**src/sv/efi_pkg.sv**
```systemverilog
package efi_pkg;

  // buffer layout
  localparam int RingHeaderBytes = 8;
  localparam int FragHeaderBytes = 20;
  localparam int HdrWords        = FragHeaderBytes / 2;
  localparam int SizeWord        = RingHeaderBytes / 2;
  localparam int ZeroSizeBytes   = 6;

  // position of the body-header size word and the saturated "in body" position
  localparam int SizePos = HdrWords + SizeWord;
  localparam int PosSat  = SizePos + 1;
  localparam int PosW    = $clog2(PosSat + 1);
  localparam int HdrIdxW = $clog2(HdrWords);

  // packed output data width, padded to whole bytes
  localparam int DataW = 224;

  // result kinds
  localparam logic [1:0] KindRecord  = 2'd0;
  localparam logic [1:0] KindEmpty   = 2'd1;
  localparam logic [1:0] KindOverrun = 2'd2;

  typedef struct packed {
    logic [1:0]  kind;
    logic        buffer_end;
    logic [63:0] stamp;
    logic [31:0] source_id;
    logic [31:0] payload_bytes;
    logic [31:0] barrier_word;
    logic [30:0] item_header_offset;
    logic [30:0] item_body_offset;
  } result_t;

endpackage

```
**src/sv/efi_out_buf.sv**
```systemverilog
module efi_out_buf (
  input  logic             clk_i,
  input  logic             rst_ni,
  input  logic             push_i,
  input  efi_pkg::result_t res_i,
  output logic             ready_o,
  output logic             valid_o,
  input  logic             take_i,
  output efi_pkg::result_t res_o
);
  import efi_pkg::*;

  logic    out_valid_q;
  logic    skid_valid_q;
  result_t out_q;
  result_t skid_q;
  logic    take;

  assign take    = out_valid_q && take_i;
  assign ready_o = !skid_valid_q;
  assign valid_o = out_valid_q;
  assign res_o   = out_q;

  // control: output slot plus one skid slot
  always_ff @(posedge clk_i or negedge rst_ni) begin
    if (!rst_ni) begin
      out_valid_q  <= 1'b0;
      skid_valid_q <= 1'b0;
    end else begin
      if (skid_valid_q) begin
        if (take) begin
          skid_valid_q <= 1'b0;
        end
      end else if (push_i) begin
        if (out_valid_q && !take) begin
          skid_valid_q <= 1'b1;
        end else begin
          out_valid_q <= 1'b1;
        end
      end else if (take) begin
        out_valid_q <= 1'b0;
      end
    end
  end

  // payload
  always_ff @(posedge clk_i) begin
    if (skid_valid_q) begin
      if (take) begin
        out_q <= skid_q;
      end
    end else if (push_i) begin
      if (out_valid_q && !take) begin
        skid_q <= res_i;
      end else begin
        out_q <= res_i;
      end
    end
  end

  a_skid_needs_out: assert property (@(posedge clk_i) disable iff (!rst_ni)
    skid_valid_q |-> out_valid_q)
    else $error("skid slot full while output slot empty");

  a_skid_drains_first: assert property (@(posedge clk_i) disable iff (!rst_ni)
    skid_valid_q && take |=> out_valid_q && !skid_valid_q)
    else $error("skid slot not moved to output on take");

  a_out_held: assert property (@(posedge clk_i) disable iff (!rst_ni)
    out_valid_q && !take_i |=> out_valid_q && $stable(out_q))
    else $error("waiting result changed before it was taken");

endmodule

```
**src/sv/event_fragment_indexer.sv**
```systemverilog
// Event fragment indexer: takes one 16-bit word per cycle from a stream of buffers, each
// opening with a 32-bit byte count (low word first), and indexes the fragments inside.
// One result is produced per fragment (on its body-header size word, or on header word 9
// when the body is too short to hold it), one per empty buffer, and one overrun error per
// truncated buffer, after which the rest of that buffer is skipped. Throughput is one word
// per clock: every word is handled in the cycle it is accepted, updating the parser
// registers and loading the result or skid register. A one-entry skid stage behind the
// result register keeps input flowing while a result waits; input stalls only when both
// the result register and the skid stage are full. No clearing pass is needed after reset.
module event_fragment_indexer (
  input  logic                      clk_i,
  input  logic                      rst_ni,
  input  logic                      s_axis_tvalid,
  output logic                      s_axis_tready,
  // word[15:0]
  input  logic [15:0]               s_axis_tdata,
  output logic                      m_axis_tvalid,
  input  logic                      m_axis_tready,
  // stamp[63:0], source_id[95:64], payload_bytes[127:96], barrier_word[159:128],
  // item_header_offset[190:160], item_body_offset[221:191], zeros[223:222]
  output logic [efi_pkg::DataW-1:0] m_axis_tdata,
  // kind[1:0]
  output logic [1:0]                m_axis_tuser,
  // buffer_end
  output logic                      m_axis_tlast
);
  import efi_pkg::*;

  localparam logic [1:0] PhLenLo   = 2'd0;
  localparam logic [1:0] PhLenHi   = 2'd1;
  localparam logic [1:0] PhFrag    = 2'd2;
  localparam logic [1:0] PhDiscard = 2'd3;

  logic [1:0]      phase_q, phase_d;
  logic [15:0]     len_lo_q, len_lo_d;
  logic [30:0]     words_left_q, words_left_d;
  logic [PosW-1:0] pos_q, pos_d;
  logic [30:0]     body_left_q, body_left_d;
  logic [30:0]     frag_body_q, frag_body_d;
  logic [30:0]     hdr_off_q, hdr_off_d;
  logic [15:0]     hdr_q [HdrWords];
  logic [15:0]     hdr_cur [HdrWords];

  logic        accept;
  logic [15:0] w;
  logic [31:0] count;
  logic [30:0] wl_dec;
  logic [30:0] body_cur;
  logic        fr_err;
  logic        fr_end;
  logic [15:0] size_word;
  logic [15:0] size_eff;
  logic [16:0] size_sum;
  result_t     rec;
  result_t     res;
  logic        res_valid;
  result_t     out_res;
  logic        buf_ready;

  assign accept        = s_axis_tvalid && s_axis_tready;
  assign s_axis_tready = buf_ready;
  assign w             = s_axis_tdata;
  assign count         = {w, len_lo_q};
  assign wl_dec        = words_left_q - 31'd1;

  // header words with the current word folded in
  always_comb begin
    hdr_cur = hdr_q;
    if (pos_q < PosW'(HdrWords)) begin
      hdr_cur[pos_q[HdrIdxW-1:0]] = w;
    end
  end

  // fragment body length in words: payload bytes / 2
  assign body_cur = {hdr_cur[7], hdr_cur[6][15:1]};

  // fragment record built from the header and the ring item offsets
  assign size_word = (pos_q == PosW'(SizePos)) ? w : 16'd0;
  assign size_eff  = (size_word == 16'd0) ? 16'(ZeroSizeBytes) : size_word;
  assign size_sum  = 17'(RingHeaderBytes) + {1'b0, size_eff};

  always_comb begin
    rec                    = '0;
    rec.kind               = KindRecord;
    rec.stamp              = {hdr_cur[3], hdr_cur[2], hdr_cur[1], hdr_cur[0]};
    rec.source_id          = {hdr_cur[5], hdr_cur[4]};
    rec.payload_bytes      = {hdr_cur[7], hdr_cur[6]};
    rec.barrier_word       = {hdr_cur[9], hdr_cur[8]};
    rec.item_header_offset = hdr_off_q;
    rec.item_body_offset   = hdr_off_q + {15'd0, size_sum[16:1]};
  end

  // word parser
  always_comb begin
    phase_d      = phase_q;
    len_lo_d     = len_lo_q;
    words_left_d = words_left_q;
    pos_d        = pos_q;
    body_left_d  = body_left_q;
    frag_body_d  = frag_body_q;
    hdr_off_d    = hdr_off_q;
    res          = '0;
    res_valid    = 1'b0;
    fr_err       = 1'b0;
    fr_end       = 1'b0;
    if (accept) begin
      case (phase_q)
        PhLenLo: begin
          len_lo_d = w;
          phase_d  = PhLenHi;
        end
        PhLenHi: begin
          words_left_d = (count[31:2] == 30'd0) ? 31'd0 : count[31:1] - 31'd2;
          pos_d        = '0;
          hdr_off_d    = 31'(HdrWords);
          if (count[31:2] == 30'd0 || count[31:1] == 31'd2) begin
            res_valid      = 1'b1;
            res.kind       = KindEmpty;
            res.buffer_end = 1'b1;
            phase_d        = PhLenLo;
          end else begin
            phase_d = PhFrag;
          end
        end
        PhDiscard: begin
          if (words_left_q != 31'd0) begin
            words_left_d = wl_dec;
          end
          if (words_left_q <= 31'd1) begin
            phase_d = PhLenLo;
          end
        end
        PhFrag: begin
          words_left_d = wl_dec;
          if (pos_q == '0 && words_left_q < 31'(HdrWords)) begin
            fr_err = 1'b1;
          end else if (pos_q == PosW'(HdrWords - 1)) begin
            // last header word: fragment length known
            if (body_cur > wl_dec) begin
              fr_err = 1'b1;
            end else begin
              frag_body_d = body_cur;
              body_left_d = body_cur;
              fr_end      = (body_cur == 31'd0);
              if (body_cur <= 31'(SizeWord)) begin
                res_valid      = 1'b1;
                res            = rec;
                res.buffer_end = (wl_dec == body_cur);
              end
            end
          end else if (pos_q >= PosW'(HdrWords)) begin
            body_left_d = body_left_q - 31'd1;
            fr_end      = (body_left_q == 31'd1);
            if (pos_q == PosW'(SizePos)) begin
              res_valid      = 1'b1;
              res            = rec;
              res.buffer_end = (words_left_q == body_left_q);
            end
          end
          if (fr_err) begin
            res_valid      = 1'b1;
            res            = '0;
            res.kind       = KindOverrun;
            res.buffer_end = 1'b1;
            pos_d          = '0;
            phase_d        = (wl_dec != 31'd0) ? PhDiscard : PhLenLo;
          end else begin
            if (fr_end) begin
              hdr_off_d = hdr_off_q + 31'(HdrWords)
                        + ((pos_q == PosW'(HdrWords - 1)) ? 31'd0 : frag_body_q);
              pos_d     = '0;
            end else if (pos_q != PosW'(PosSat)) begin
              pos_d = pos_q + PosW'(1);
            end
            if (wl_dec == 31'd0) begin
              phase_d = PhLenLo;
              pos_d   = '0;
            end
          end
        end
        default: begin
          phase_d = PhLenLo;
        end
      endcase
    end
  end

  // control registers
  always_ff @(posedge clk_i or negedge rst_ni) begin
    if (!rst_ni) begin
      phase_q      <= PhLenLo;
      len_lo_q     <= '0;
      words_left_q <= '0;
      pos_q        <= '0;
      body_left_q  <= '0;
      frag_body_q  <= '0;
      hdr_off_q    <= '0;
    end else begin
      phase_q      <= phase_d;
      len_lo_q     <= len_lo_d;
      words_left_q <= words_left_d;
      pos_q        <= pos_d;
      body_left_q  <= body_left_d;
      frag_body_q  <= frag_body_d;
      hdr_off_q    <= hdr_off_d;
    end
  end

  // header word capture
  always_ff @(posedge clk_i) begin
    if (accept && phase_q == PhFrag) begin
      hdr_q <= hdr_cur;
    end
  end

  // result register and skid stage
  efi_out_buf u_out_buf (
    .clk_i   (clk_i),
    .rst_ni  (rst_ni),
    .push_i  (res_valid),
    .res_i   (res),
    .ready_o (buf_ready),
    .valid_o (m_axis_tvalid),
    .take_i  (m_axis_tready),
    .res_o   (out_res)
  );

  assign m_axis_tdata = {2'b00, out_res.item_body_offset, out_res.item_header_offset,
                         out_res.barrier_word, out_res.payload_bytes, out_res.source_id,
                         out_res.stamp};
  assign m_axis_tuser = out_res.kind;
  assign m_axis_tlast = out_res.buffer_end;

  a_frag_has_words: assert property (@(posedge clk_i) disable iff (!rst_ni)
    phase_q == PhFrag |-> words_left_q != 31'd0)
    else $error("fragment phase with no buffer words left");

  a_discard_has_words: assert property (@(posedge clk_i) disable iff (!rst_ni)
    phase_q == PhDiscard |-> words_left_q != 31'd0)
    else $error("discard phase with no buffer words left");

  a_pos_idle_zero: assert property (@(posedge clk_i) disable iff (!rst_ni)
    phase_q != PhFrag |-> pos_q == '0)
    else $error("fragment position not cleared outside fragment phase");

  a_end_kinds_close: assert property (@(posedge clk_i) disable iff (!rst_ni)
    res_valid && res.kind != KindRecord |-> res.buffer_end)
    else $error("empty or overrun result does not close the buffer");

  a_err_leaves_frag: assert property (@(posedge clk_i) disable iff (!rst_ni)
    res_valid && res.kind == KindOverrun |=> phase_q != PhFrag)
    else $error("parser stayed in fragment phase after overrun");

endmodule
```
**config.mk**
```make
export PLATFORM = sky130hd
export DESIGN_NAME = event_fragment_indexer
export DESIGN_NICKNAME = d
export VERILOG_FILES = /design/src/sv/efi_pkg.sv /design/src/sv/efi_out_buf.sv /design/src/sv/event_fragment_indexer.sv
export SDC_FILE = /design/constraint.sdc
export NUM_CORES = 1
export LEC_CHECK = 0
export BUFFER_PORTS_ARGS = -buffer_cell sky130_fd_sc_hd__buf_2
export CORE_MARGIN = 1.5
export CORE_UTILIZATION = 45
export DETAILED_ROUTE_END_ITERATION = 8
export SETUP_SLACK_MARGIN = 0.5
export SLEW_MARGIN = 20
export SYNTH_ARGS = -nofsm -noshare
export SYNTH_HDL_FRONTEND = slang
export SYNTH_SLANG_ARGS = --single-unit
```
**constraint.sdc**
```tcl
create_clock -name clk_i -period 34.2 [get_ports clk_i]
set_input_delay 3.42 -clock clk_i [delete_from_list [all_inputs] [get_ports clk_i]]
set_output_delay 3.42 -clock clk_i [all_outputs]
set_load 0.02 [all_outputs]
```
==> results of run 1 <==
==> path summary, 6_finish.rpt <==
kind	to	slack, ps	startpoint	cells after the start
setup / recovery	u_out_buf.skid_q[119]	25640	s_axis_tdata[13]	19
setup reg to reg	u_out_buf.skid_q[119]	26740	words_left_q[0]	20
min in group asynchronous	body_left_q[19]	2810	rst_ni	1
hold / removal	frag_body_q[26]	470	frag_body_q[26]	2
hold reg to reg	frag_body_q[26]	470	frag_body_q[26]	2
max in group asynchronous	body_left_q[12]	30210	rst_ni	2
==> routing by layer <==
metal	wire length (um)	vias to the layer above	GRT usage
met5	0	-	0
met4	2980	0	0.0826
met3	5490	158	0.0353
met2	46500	733	0.373
met1	44100	12000	0.333
li1	-	11100	-
==> logic make-up (layout without fill, tap and decap cells) <==
group / after synthesis / count (layout) / share of synthesized area
compound gates: 654 / 654 / 0.123
fa+ha+maj: 129 / 129 / 0.0442
xor+xnor: 148 / 148 / 0.0352
buf+inv: 247 / 513 / 0.0334
other cells: 1 / 3 / 0.000102
flops: 757 / 757 / 0.597
simple gates: 778 / 778 / 0.115
mux: 171 / 171 / 0.0518
==> registers in the layout (all words and copies together), names as in the netlist <==
register and cells:
u_out_buf.skid_q 225, words_left_q 31, phase_q 2, u_out_buf.valid_o 1, body_left_q 31, frag_body_q 31
hdr_off_q 31, pos_q 4, u_out_buf.res_o 225, hdr_q 160, u_out_buf.skid_valid_q 1, len_lo_q 15
==> final cells by class <==
class	count	area, sq um
Fill cell	7068	39300
Antenna cell	1	2.50
Clock buffer	98	2130
Inverter	78	298
Timing Repair Buffer	284	1560
Multi-Input combinational cell	1882	13700
Sequential cell	757	22000
Clock inverter	53	493
Tap cell	1060	1330
==> critical path: stages <==
cell	delay, ps
buf_2	90
buf_4	210
inv_1	380
nor2_1	90
a21oi_1	290
inv_1	110
ha_1	310
nand4_1	100
or2_2	310
nor2_1	260
nand2_1	100
nor2_1	100
a22o_1	210
a21o_2	320
o21ai_0	190
a21o_1	270
nor3_2	390
buf_12	630
buf_4	790
==> power breakdown <==
group	internal (mW)	total, mW	switching (mW)
clock network	0.488	0.860	0.373
registers	1.06	1.14	0.0745
logic	0.178	0.472	0.295
total	1.73	2.47	0.742
==> synthesized netlist by cell type (15+ instances only) <==
master	n	area, sq um
nand2_1	171	642
nand3_1	50	250
a21o_1	259	1940
nor2_1	145	544
nor2b_1	15	93.8
clkbuf_1	120	450
nor4_1	28	175
inv_1	78	293
o21a_1	19	143
mux2_2	143	1610
o21ai_0	128	641
xnor2_1	95	832
or3_1	16	100
xor2_1	53	464
a22o_1	20	175
nor3_1	55	275
nand4_1	28	175
and2_1	126	788
mux2i_1	26	260
dfrtp_1	147	3680
ha_1	127	1590
edfxtp_1	610	18300
and2_4	71	622
a21oi_1	98	490
==> impl_results.md, run 1 <==
* WHS at 468 ps
* GR Util All Layers at 0.236
* Setup TNS at 0 ps
* Die ar. at 83600 sq um
* Routed wire per std cell at 23.5 um
* Pin count of the biggest net entering global routing at 161
* HPWL Detailed at 67.4 mm
* Max-cap viol count at 0
* Relative slew slack at 0.233
* Run status: finished clean
* Cell Area, Synth at 36800 sq um
* Ys Warns at 0
* Final Cell Area at 41500 sq um
* DRC at 0
* Fin. Hold Viols at 0
* Via count at 24000
* Vias in the first global route at 23600
* CTS Sinks at 757
* Initial DRC count at 1730
* Arr. time, crit path at 8810 ps
* Via density per instance at 5.69
* Worst-margin pin slew at 1120 ps
* Worst Hold Class: flip-flop to flip-flop
* Cts hold-fix bufs at 0
* Fin cells at 4213
* Synthesis-stage register bit count at 757
* RSZ-0062 raised after global routing: false
* Clock latency on the worst-skew pair at 650 ps
* Startpoint Class: input port
* Longest Clk Path Bufs at 3
* Max Freq at 117 MHz
* Asr flop ratio synth at 0.194
* Resized cells post-CTS at 0
* Share of cells above drive strength 1 at 0.211
* Global-route wire length before repair at 149 mm
* Final setup fails at 0
* Crit Path Max Fanout at 155
* Count of cell types in the netlist at 87
* Clock-pin slew on the worst setup and hold paths at 60 ps
* Root Buffer: clkbuf_16
* Post-DRT Antenna Nets at 0
* Final WS setup at 25640 ps
* Core area at 80800 sq um
* Post-CTS setup buffer count at 0
* Number of buffers added on ports at 246
* Final wirelength at 99.1 mm
* Peak supply drop at 0.0318 mV
* Leakage at 18.2 nW
* Worst setup path category: input port to flip-flop
* Ys flop type: edfxtp_1
* Post-Place Setup Slack at 24890 ps
* Die Span Y at 289 um
* Total Power at 2.47 mW
* Number of synthesized flops with an enable pin at 610
* Synthesized instance count at 2885
* Synth-to-layout area growth at 12.6%
* Power per Cell Area at 59.6 nW/um^2
* CTS tree: done
* Critical path endpoint category: flip-flop
* Initial DRT Pass Iterations at 5
* GPL Wtd Cong at 0.914
* Final Util at 0.513
* Max Slew Vio Count at 0
* I/O pin total at 249
* Placed cells at 4061
* Layout net count at 3234
* CTS H-tree lvls at 3
* Period utilisation layout at 0.250
* Syn Area/Cell at 12.8 sq um
* Commonest non-fill, non-tap cell in the layout: edfxtp_1
* CP required at 34450 ps
* Die Wd at 289 um
* Area of placed instances at 38800 sq um
* Antenna violations before repair at 5
* Tmin final at 8560 ps
* Post-synthesis sequential area ratio at 0.597
* Most frequent cells in the layout: edfxtp_1, a21o_1, buf_2
* CTS Buf Count at 82
* Clock Skews at 25.3 ps
* Core Rows at 104
* Starting Density at 0.456
* Global route overflow at 0
Power figures use the tool's default switching activity.
==> run 2, diff against run 1 <==
==> constraint.sdc (replaced) <==
create_clock -name clk_i -period 7.94 [get_ports clk_i]
set_input_delay 0.794 -clock clk_i [delete_from_list [all_inputs] [get_ports clk_i]]
set_output_delay 0.794 -clock clk_i [all_outputs]
set_load 0.02 [all_outputs]
==> run 2 against run 1 <==
Net effect: routed wire length shrank 0.72%; global-route usage shrank 0.14 points; flip-flop and latch count is the same; via count grew 0.10%; worst setup slack lost 24000 ps; sequential share of layout area shrank 0.29 points; combinational power grew to 4.4 times the previous value; die area is the same; sequential power grew to 4.3 times the previous value; hold slack lost 230 ps; largest power group unchanged; utilization grew 0.28 points.
==> impl_results.md, run 2 (synthesis results as in run 1) <==
* Run status: finished clean
* CTS tree: done
* Post-Place Setup Slack at 1920 ps
* Global-route wire length before repair at 149 mm
* Core Rows at 104
* FF+latch area at 22000 sq um
* Layout net count at 3243
* Setup TNS at 0 ps
* Tmin final at 6130 ps
* Multi-input logic area at 13700 sq um
* Clock latency on the worst-skew pair at 660 ps
* GR Util All Layers at 0.234
* Startpoint Class: flip-flop
* Post-DRT Antenna Nets at 0
* Max Slew Vio Count at 0
* Post-CTS setup buffer count at 0
* HPWL Detailed at 67.6 mm
* Setup crit start: pos_q[3]
* Initial DRC count at 2024
* Worst Hold Class: input port to asynchronous set/reset pin
* Resized cells post-CTS at 0
* Relative slew slack at 0.286
* GPL Wtd Cong at 0.942
* Commonest non-fill, non-tap cell in the layout: edfxtp_1
* Max-cap viol count at 0
* Critical path endpoint category: flip-flop
* Final Util at 0.516
* Crit Path Max Fanout at 34
* Final WS setup at 1810 ps
* Routed wire per std cell at 23.3 um
* Worst setup path category: flip-flop to flip-flop
* Cts hold-fix bufs at 0
* DRC at 0
* Initial DRT Pass Iterations at 6
* CTS Sinks at 757
* Worst-margin pin slew at 1070 ps
* Global route overflow at 0
* RSZ-0062 raised after global routing: false
* CTS H-tree lvls at 3
* Max Freq at 163 MHz
* CTS Buf Count at 82
* Die ar. at 83600 sq um
* Share of cells above drive strength 1 at 0.216
* Starting Density at 0.456
* FILL cells at 6869
* Clock-pin slew on the worst setup and hold paths at 70 ps
* Leakage at 18.3 nW
* Die Span Y at 289 um
* Period utilisation layout at 0.772
* Die Wd at 289 um
* Final wirelength at 98.4 mm
* Antenna violations before repair at 11
* Arr. time, crit path at 6630 ps
* Vias in the first global route at 23800
* # diodes at 0
* Most frequent cells in the layout: edfxtp_1, a21o_1, buf_2
* Via count at 24000
* I/O pin total at 249
* Root Buffer: clkbuf_16
* CP required at 8440 ps
* Clock Skews at 59.0 ps
* Peak supply drop at 0.147 mV
* Number of buffers added on ports at 246
* Fin. Hold Viols at 0
* Power per Cell Area at 258 nW/um^2
* Final setup fails at 0
* Via density per instance at 5.68
* Critical R2R Launch: pos_q[3]
* Longest Clk Path Bufs at 3
* Core area at 80800 sq um
* Pin count of the biggest net entering global routing at 96
* Synth-to-layout area growth at 13.2%
[run 2: cell types whose count changed in the layout (fill, tap and decap cells not counted), moves of 3 or more]
cell and delta:
buf_4 +7, buf_12 +3, buf_6 -3, o21ai_1 +3
[run 2: critical path: stages, from the launching register on]
cell and delay (ps):
dfrtp_1 640, and2b_2 310, nand2_1 530, mux2i_1 580, inv_1 130, ha_1 310, a21o_1 180, a21o_1 170
a21oi_1 140, nor3_1 60, or4b_1 560, a22o_1 280, a21oi_1 410, nand3_2 670, buf_4 530, nor3_1 340
a21o_1 120
[run 2: per-layer routing]
metal | vias up | wire length [um] | global-route usage | part of all wire
li1 | 11100 | - | - | -
met1 | 12000 | 44000 | 0.331 | 0.45
met2 | 733 | 46200 | 0.375 | 0.47
met3 | 168 | 5470 | 0.0345 | 0.056
met4 | 0 | 2700 | 0.0730 | 0.027
met5 | - | 0 | 0 | 0
[run 2: worst paths after layout]
kind / end / cells after the start / slack (ps)
setup / recovery: u_out_buf.res_o[6] / 16 / 1810
setup reg to reg: u_out_buf.res_o[6] / 16 / 1810
hold / removal: body_left_q[25] / 1 / 240
max in group asynchronous: u_out_buf.skid_valid_q / 2 / 6160
min in group clk_i: u_out_buf.skid_valid_q / 2 / 460
hold reg to reg: frag_body_q[2] / 2 / 470
[run 2: cell type report]
| class | count | area share |
|---|---|---|
| multi-input cells | 1882 | 0.329 |
| repair buffers | 293 | 0.0403 |
| clock inverters | 52 | 0.0134 |
| inverters | 78 | 0.00720 |
| well taps | 1060 | 0.0318 |
| clock buffers | 98 | 0.0512 |
| flip-flops and latches | 757 | 0.528 |
[run 2: where the power goes]
group	switching, mW	internal, mW
Combinational	1.30	0.779
Clock	1.63	2.17
Sequential	0.303	4.59
[run 2: through the flow]
step           std cells  hold slack (ps)  total power, mW  area, sq um
6_report            4220              241             10.8        41700
3_5_place_dp        4069              462             7.01        39000
2_1_floorplan       2886              442             6.40        36900
5_1_grt             4220              294             11.2        41700
3_3_place_gp        4068              455             6.96        39000
4_1_cts             4219              250             10.8        41700
